File: src/hw/rtl/gbls_pkg.sv
// ----------------------------------------------------------------------------
// gbls_pkg: shared types and constants of the blur and sharpen block
// Controller states, command and status bundles, register indexes, reset
// values and the small lookup functions for the filter taps.
// ----------------------------------------------------------------------------
`default_nettype none

package gbls_pkg;

  // Fixed field widths
  localparam int PIX_W   = 8;
  localparam int COEF_W  = 16;
  localparam int WEIGHT_W = 8;
  localparam int LWIDTH_W = 11;
  localparam int IDX_W   = 3;
  // 25 products of 16 x 8 bits need five more bits of headroom
  localparam int ACC_W   = COEF_W + PIX_W + 5;
  localparam int RING_LOG = 3;
  localparam int NUM_COEFS = 6;

  localparam logic [LWIDTH_W-1:0] LINE_WIDTH_RESET = 11'd1024;
  localparam logic [COEF_W-1:0]   COEF_RESET       = 16'd2621;
  localparam logic [WEIGHT_W-1:0] WEIGHT_RESET     = 8'd1;
  localparam logic [PIX_W-1:0]    PIXEL_MAX        = 8'd255;

  localparam logic signed [2:0] TAP_FIRST = -3'sd2;
  localparam logic signed [2:0] TAP_LAST  = 3'sd2;
  localparam logic [2:0]        SEL_LAST  = 3'd4;

  // Configuration register indexes
  typedef enum logic [IDX_W-1:0] {
    REG_LINE_WIDTH,
    REG_COEF_CENTER,
    REG_COEF_EDGE_ONE,
    REG_COEF_DIAG_ONE,
    REG_COEF_EDGE_TWO,
    REG_COEF_KNIGHT,
    REG_COEF_DIAG_TWO,
    REG_SHARPEN_WEIGHT
  } reg_index_t;

  typedef enum logic [2:0] {
    ST_IDLE,
    ST_CENTRE,
    ST_TAP,
    ST_WAIT_A,
    ST_WAIT_B,
    ST_FINISH,
    ST_LAP,
    ST_EMIT
  } state_t;

  // Commands from the controller to the datapath
  typedef struct packed {
    logic              accept;
    logic              centre;
    logic              tap;
    logic signed [2:0] dy;
    logic signed [2:0] dx;
    logic [2:0]        sel;
    logic              finish;
    logic              lap;
    logic              emit;
  } cmd_t;

  // Status from the datapath to the controller
  typedef struct packed {
    logic produce;
    logic out_free;
  } status_t;

  // Coefficient register for a tap offset, symmetric under sign and axis swap
  function automatic logic [2:0] coef_index(input logic signed [2:0] dy,
                                            input logic signed [2:0] dx);
    logic [1:0] a;
    logic [1:0] b;
    logic [1:0] lo;
    logic [1:0] hi;
    a = dy[2] ? 2'(-dy) : dy[1:0];
    b = dx[2] ? 2'(-dx) : dx[1:0];
    lo = (a < b) ? a : b;
    hi = (a < b) ? b : a;
    if (hi == 2'd0) return 3'd0;
    if (hi == 2'd1) return (lo == 2'd0) ? 3'd1 : 3'd2;
    if (lo == 2'd0) return 3'd3;
    return (lo == 2'd1) ? 3'd4 : 3'd5;
  endfunction

  // Offsets of the five blurred values used by the Laplacian
  function automatic logic signed [2:0] centre_dy(input logic [2:0] sel);
    case (sel)
      3'd1:    return -3'sd1;
      3'd2:    return 3'sd1;
      default: return 3'sd0;
    endcase
  endfunction

  function automatic logic signed [2:0] centre_dx(input logic [2:0] sel);
    case (sel)
      3'd3:    return -3'sd1;
      3'd4:    return 3'sd1;
      default: return 3'sd0;
    endcase
  endfunction

endpackage

`default_nettype wire

File: src/hw/rtl/gbls_ctrl.sv
// ----------------------------------------------------------------------------
// gbls_ctrl: sequencer of the blur and sharpen block
// Takes one item at a time; for one that yields a result, walks the datapath
// through five blur evaluations of 25 taps each, the Laplacian and the result
// hand-over.
`default_nettype none

module gbls_ctrl (
  input  wire                    clk,
  input  wire                    rst,
  input  wire                    in_valid,
  output logic                   in_ready,
  input  wire gbls_pkg::status_t status,
  output gbls_pkg::cmd_t         cmd
);

  gbls_pkg::state_t  state, state_next;
  logic [2:0]        sel, sel_next;
  logic signed [2:0] dy, dy_next;
  logic signed [2:0] dx, dx_next;

  // State and tap counters
  always_ff @(posedge clk) begin
    if (rst) begin
      state <= gbls_pkg::ST_IDLE;
      sel   <= 3'd0;
      dy    <= gbls_pkg::TAP_FIRST;
      dx    <= gbls_pkg::TAP_FIRST;
    end else begin
      state <= state_next;
      sel   <= sel_next;
      dy    <= dy_next;
      dx    <= dx_next;
    end
  end

  // Next state and commands
  always_comb begin
    state_next = state;
    sel_next   = sel;
    dy_next    = dy;
    dx_next    = dx;
    in_ready   = 1'b0;
    cmd        = '0;
    cmd.dy     = dy;
    cmd.dx     = dx;
    cmd.sel    = sel;
    case (state)
      gbls_pkg::ST_IDLE: begin
        in_ready = 1'b1;
        if (in_valid) begin
          cmd.accept = 1'b1;
          if (status.produce) begin
            sel_next   = 3'd0;
            state_next = gbls_pkg::ST_CENTRE;
          end
        end
      end
      gbls_pkg::ST_CENTRE: begin
        cmd.centre = 1'b1;
        dy_next    = gbls_pkg::TAP_FIRST;
        dx_next    = gbls_pkg::TAP_FIRST;
        state_next = gbls_pkg::ST_TAP;
      end
      gbls_pkg::ST_TAP: begin
        cmd.tap = 1'b1;
        if (dx == gbls_pkg::TAP_LAST) begin
          dx_next = gbls_pkg::TAP_FIRST;
          if (dy == gbls_pkg::TAP_LAST) begin
            state_next = gbls_pkg::ST_WAIT_A;
          end else begin
            dy_next = dy + 3'sd1;
          end
        end else begin
          dx_next = dx + 3'sd1;
        end
      end
      gbls_pkg::ST_WAIT_A: begin
        state_next = gbls_pkg::ST_WAIT_B;
      end
      gbls_pkg::ST_WAIT_B: begin
        state_next = gbls_pkg::ST_FINISH;
      end
      gbls_pkg::ST_FINISH: begin
        cmd.finish = 1'b1;
        if (sel == gbls_pkg::SEL_LAST) begin
          state_next = gbls_pkg::ST_LAP;
        end else begin
          sel_next   = sel + 3'd1;
          state_next = gbls_pkg::ST_CENTRE;
        end
      end
      gbls_pkg::ST_LAP: begin
        cmd.lap    = 1'b1;
        state_next = gbls_pkg::ST_EMIT;
      end
      gbls_pkg::ST_EMIT: begin
        if (status.out_free) begin
          cmd.emit   = 1'b1;
          state_next = gbls_pkg::ST_IDLE;
        end
      end
      default: begin
        state_next = gbls_pkg::ST_IDLE;
      end
    endcase
  end

endmodule

`default_nettype wire

File: config.mk
export PLATFORM = sky130hd
export DESIGN_NAME = gbls_ctrl
export DESIGN_NICKNAME = d
export VERILOG_FILES = /design/src/hw/rtl/gbls_pkg.sv /design/src/hw/rtl/gbls_ctrl.sv
export SDC_FILE = /design/constraint.sdc
export NUM_CORES = 1
export LEC_CHECK = 0
export BUFFER_PORTS_ARGS = -buffer_cell sky130_fd_sc_hd__buf_2
export CAP_MARGIN = 20
export CORE_MARGIN = 4
export CORE_UTILIZATION = 50
export CTS_CLUSTER_SIZE = 28
export DETAILED_ROUTE_END_ITERATION = 16
export PLACE_DENSITY = 0.88
export SLEW_MARGIN = 10
export SYNTH_ARGS = -nofsm -noshare
export SYNTH_HDL_FRONTEND = slang
export SYNTH_SLANG_ARGS = --single-unit
File: constraint.sdc
create_clock -name clk -period 2 [get_ports clk]
set_input_delay 0.1 -clock clk [delete_from_list [all_inputs] [get_ports clk]]
set_output_delay 0.1 -clock clk [all_outputs]
set_load 0.005 [all_outputs]
==> impl_metrics.yaml, run 1 <==
drt:
  dr.pass1.iters: 6
  dr_total_vias: 746
  vias_per_cell: 5.567
  route.detailed.drc: 0
  ant_nets: 0
  wirelength_um: 1798
  drt-wirelength-per-cell_um: 13.42
  drt_iter0_drc: 14
synth:
  ys_seq_elements: 12
  syn_area_um2: 810.8
  synth_top_area_frac: 0.2963
  ys_seq_area_frac: 0.2963
  syn_area_per_cell_um2: 8.273
  syn-num-nets: 109
  syn-instance-count: 98
  yosysUniqueCellTypes: 36
  netlist_top_cells_count: "dfxtp_1, a21oi_1, nand2_1"
  ys_async_sr_fraction: 0
  yosysWarningCount: 0
  synthFlopType: "dfxtp_1"
  ys_top_cells_by_area: "dfxtp_1, ha_1, a21oi_1"
  synth_edf_count: 0
  synth_most_common_cell: "dfxtp_1"
  synth_top_cell_by_area: "dfxtp_1"
critical_path:
  crit_fanout: 15
  cp-start-kind: "flip-flop"
  endpoint_kind: "flip-flop"
  crit_type: "reg2reg"
  path_cells: "nor3b_4 -> a21boi_2 -> a2111oi_0 -> a211oi_1"
  cp_slowest_cell: "dfxtp_1"
  slowest_delay_ns: 0.61
  crit_arrival_ns: 1.93
  cp.required_ns: 2.18
power_and_ir_drop:
  power_leakage_nw: 0.4112
  ir_drop_mv: 0.5220
  cellPowerDensity_nw_per_um2: 1037
clock_tree:
  clockRootBuffer: "clkbuf_4"
  clkLatencyLatePin_ns: 0.27
  cts_resized: 0
  cts_buffers: 3
  cts_sinks: 12
  htree_levels: 1
  cts_tree: "yes"
  clkTransAtPathRegs_ns: 0.08
  cts_buffer_depth: 2
  post-cts-setup-buffers: 0
  hold_buffers: 0
floorplan:
  die_area_um2: 2330
  num_rows: 14
  initial_core_util: 0.5320
  die_x_um: 48.27
  die_h_um: 48.27
  fp.coreArea_um2: 1524
  ios: 21
global_routing:
  antenna_found_initial: 0
  grt_max_degree: 16
  first_global_vias: 704
  grt_usage: 0.1787
  grt_overflow: 0
  grt_first_pass_wirelength_um: 2939
timing:
  fin_skew_ns: 0.005077
  fin_crit_sh: 0.8728
  tightest_slew_ns: 0.5026
  rsz0062_at_grt: "no"
  hold_viol_final: 0
  setup_viol: 0
  fin_crit_ns: 1.746
  timing.fmax_mhz: 572.9
  drv_slew: 0
  fin_ws_ns: 0.2544
  setup_tns_ns: 0
  slew_headroom: 0.6645
place:
  dpl_cell_area_um2: 899.6
  dp.cells: 130
  place_ws_ns: 0.2993
  dp_hpwl_um: 1382
  port_buffers: 20
  gp_congestion: 0.7628
final_layout:
  layout.nets: 130
  antenna_cells: 0
  finish.instance_area_um2: 935.9
  layoutNonFillerInstCount: 134
  area_delta_synth_final_pct: 15.43
  drive_gt1_frac: 0.2542
status:
  run_status: "finished clean"
hold_path:
  worst_hold_path_type: "in2reg"
flow_run:
  drv_cap: 0
metal layers:
metal | vias up | GRT usage | wire length [µm]
li1 | 387 | - | -
met1 | 339 | 0.2217 | 803
met2 | 18 | 0.2917 | 928
met3 | 2 | 0.04428 | 59
met4 | 0 | 0.07527 | 7
met5 | - | 0 | 0
cell families after synthesis:
family / synth area share
buffers and inverters: 0.07561
flip-flops: 0.2963
XOR/XNOR: 0.01080
adder cells (fa/ha/maj): 0.09259
AO/OA/AOI/OAI: 0.2485
AND/OR/NAND/NOR: 0.2762
final cells by class:
type / count / area, µm²
well taps: 16 / 20.02
clock buffers: 4 / 36.28
fillers: 132 / 588.1
repair buffers: 20 / 100.1
multi-input cells: 74 / 509.2
flip-flops and latches: 12 / 240.2
inverters: 8 / 30.03
worst paths after layout:
check                               from       end  slack (ns)  cells after the start
worst max register to register  state[1]  state[0]        0.25                      4
worst min register to register    sel[1]    sel[1]        0.49                      2
worst max-delay path            state[1]  state[0]        0.25                      4
worst min-delay path                 rst    sel[0]        0.14                      2
stage by stage:
step	util	total power, mW	hold slack, ns
floorplan	-	0.6826	0.2015
global placement	0.5903	0.7542	0.4210
detailed placement	0.5903	0.7770	0.4276
CTS	0.6141	0.9725	0.1437
global route	0.6141	1.045	0.1451
finish	0.6141	0.9709	0.1433
power by group:
group | switching, mW | total, mW | internal (mW)
registers | 0.0876 | 0.360 | 0.272
logic | 0.211 | 0.417 | 0.206
clock network | 0.0836 | 0.194 | 0.110
total | 0.382 | 0.971 | 0.589
cells in the final DEF, fill, tap and decap left out, types with 2 or more instances in the layout:
| cell type | n |
|---|---|
| o21bai_1 | 2 |
| nand2b_1 | 4 |
| dfxtp_1 | 12 |
| and2_1 | 2 |
| nor3_1 | 2 |
| clkbuf_4 | 3 |
| nand3b_1 | 4 |
| and3_1 | 2 |
| inv_1 | 8 |
| nand2_1 | 10 |
| buf_2 | 20 |
| a21oi_1 | 10 |
| ha_1 | 6 |
| o21ai_0 | 3 |
| nor2_1 | 9 |
worst max-delay path: cells and delay by family (launching register included):
| family | cells | cell delay [ns] |
|---|---|---|
| simple gates | 1 | 0.42 |
| compound gates | 3 | 0.63 |
| flops | 1 | 0.61 |
flip-flops by register name (all words and copies together), names as in the netlist:
register	count
dy	3
sel	3
state	3
dx	3
Power figures use the tool's default switching activity.
==> run 2: changes to the inputs <==
--- a/config.mk
+++ b/config.mk
@@ -5,6 +5,7 @@
 export SDC_FILE = /design/constraint.sdc
 export NUM_CORES = 1
 export LEC_CHECK = 0
+export ABC_AREA = 1
 export BUFFER_PORTS_ARGS = -buffer_cell sky130_fd_sc_hd__buf_2
 export CAP_MARGIN = 20
 export CORE_MARGIN = 4
==> impl_metrics.yaml, run 2 <==
clock_tree:
  clkTransAtPathRegs_ns: 0.08
  clockRootBuffer: "clkbuf_4"
  clkLatencyLatePin_ns: 0.28
  cts_resized: 0
  htree_levels: 1
  cts_tree: "yes"
  cts_buffers: 3
  cts_buffer_depth: 2
  post-cts-setup-buffers: 0
  hold_buffers: 0
  cts_sinks: 12
critical_path:
  cp.required_ns: 1.90
  crit_type: "reg2out"
  endpoint_kind: "output port"
  crit_arrival_ns: 1.29
  crit_fanout: 8
  cp-start-kind: "flip-flop"
final_layout:
  multi_input_area_um2: 462.9
  area_delta_synth_final_pct: 17.99
  layout_commonest_cell: "nand2_1"
  antenna_cells: 0
  layout.nets: 152
  fillers: 121
  seqCellArea_um2: 240.2
  drive_gt1_frac: 0.2714
  layout_common_cells: "nand2_1, buf_2, nor2_1"
timing:
  setup_tns_ns: 0
  rsz0062_at_grt: "no"
  fin_skew_ns: 0.003581
  setup_viol: 0
  tightest_slew_ns: 0.3401
  hold_viol_final: 0
  drv_slew: 0
  slew_headroom: 0.7730
  timing.fmax_mhz: 721.2
  fin_crit_ns: 1.387
  fin_crit_sh: 0.6933
  holdWs_ns: 0.03684
synth:
  syn-num-nets: 129
  muxShareOfSynthArea: 0
  synth_simple_gate_area_frac: 0.3806
  synth_most_common_cell: "nand2_1"
  ys_async_sr_fraction: 0
  synth-adder-area-share: 0.09554
  synthFlopType: "dfxtp_1"
  yosysUniqueCellTypes: 19
  ys_top_cells_by_area: "dfxtp_1, nand2_1, ha_1"
  ys_seq_elements: 12
  netlist_top_cells_count: "nand2_1, nor2_1, inv_1, nand3_1, dfxtp_1"
  syn_area_um2: 785.8
  synth_top_cell_by_area: "dfxtp_1"
  syn_area_per_cell_um2: 6.659
  ys_seq_area_frac: 0.3057
  synth_edf_count: 0
  synth_compound_area_frac: 0.09076
  synth_xor_xnor_area_share: 0.02229
  synth_top_family_by_area: "simple AND/OR/NAND/NOR gates"
  syn-instance-count: 118
  yosysWarningCount: 0
  synth_top_area_frac: 0.3057
drt:
  ant_nets: 0
  dr_total_vias: 793
  drt-wirelength-per-cell_um: 10.65
  route.detailed.drc: 0
  wirelength_um: 1662
  vias_per_cell: 5.083
  drt_iter0_drc: 18
  dr.pass1.iters: 4
flow_run:
  drv_cap: 0
global_routing:
  grt_overflow: 0
  grt_max_degree: 11
  antenna_found_initial: 0
  first_global_vias: 686
  grt_first_pass_wirelength_um: 2684
  grt_usage: 0.1641
power_and_ir_drop:
  power.switching_mw: 0.6392
  cellPowerDensity_nw_per_um2: 1435
  p_seq_frac: 0.302
  p_clk_frac: 0.152
  ir_drop_mv: 0.6624
  p_sw_frac: 0.4803
  p_comb_frac: 0.546
  power_leakage_nw: 0.4787
  cellInternalPower_mw: 0.6916
floorplan:
  initial_core_util: 0.5277
  fp.coreArea_um2: 1489
  die_x_um: 47.64
  ios: 21
  num_rows: 14
  die_h_um: 47.64
  die_area_um2: 2270
place:
  dp_hpwl_um: 1330
  gp_congestion: 0.8786
  port_buffers: 20
hold_path:
  worst_hold_path_type: "in2reg"
status:
  run_status: "finished clean"
[run 2: cell count changes after synthesis, sizes merged, moves of 4 or more]
cell,previous run,this run
a21oi,11,6
inv,8,18
nand2,10,28
nand2b,4,0
nand3,0,15
nand3b,4,0
nor2,10,20
[run 2: metrics by stage]
step | worst slack, ns | area [µm²] | power, mW | utilization | instances
2_1_floorplan | 0.8095 | 785.8 | 0.9621 | - | 118
3_3_place_gp | 0.7109 | 890.9 | 1.102 | 0.5983 | 152
3_5_place_dp | 0.6828 | 890.9 | 1.133 | 0.5983 | 152
4_1_cts | 0.6381 | 927.1 | 1.332 | 0.6227 | 156
5_1_grt | 0.5282 | 927.1 | 1.461 | 0.6227 | 156
6_report | 0.6133 | 927.1 | 1.331 | 0.6227 | 156
[run 2: worst paths after layout]
path              cells after the start  startpoint  slack [ns]  endpoint
setup / recovery                      3    state[1]        0.61   cmd[12]
hold / removal                        2         rst        0.04    sel[2]
setup reg to reg                      7    state[1]        0.65     dy[1]
hold reg to reg                       2      sel[0]        0.50    sel[0]
[run 2: power groups by stage]
stage	clock network, mW	registers (mW)	logic (mW)
6_report	0.202	0.403	0.727
5_1_grt	0.208	0.414	0.838
4_1_cts	0.200	0.401	0.731
3_5_place_dp	0	0.406	0.727
3_3_place_gp	0	0.399	0.703
2_1_floorplan	0	0.358	0.604
[run 2: worst max-delay path: stages, from the launching register on]
cell and delay [ns]:
dfxtp_1 0.53, nand2_1 0.14, nor2_2 0.19, buf_2 0.15
[run 2: final cells by class]
class                   instances  share of cell area
multi-input cells              86              0.4993
flip-flops and latches         12              0.2591
repair buffers                 20              0.1080
inverters                      18             0.07287
clock buffers                   4             0.03914
well taps                      16             0.02159
[run 2: cells by family (layout without fill, tap and decap cells)]
| group | count (synthesis) | after routing |
|---|---|---|
| AND/OR/NAND/NOR | 65 | 65 |
| buffers and inverters | 20 | 42 |
| AO/OA/AOI/OAI | 13 | 13 |
| flip-flops | 12 | 12 |
| adder cells (fa/ha/maj) | 6 | 6 |
| XOR/XNOR | 2 | 2 |
[run 2: layer usage]
layer	wire, µm	global-route usage	share of wire	vias up
met4	37	0.08065	0.022	0
li1	-	-	-	417
met5	0	0	0	-
met1	795	0.2027	0.48	355
met2	760	0.2781	0.46	15
met3	68	0.02256	0.041	6
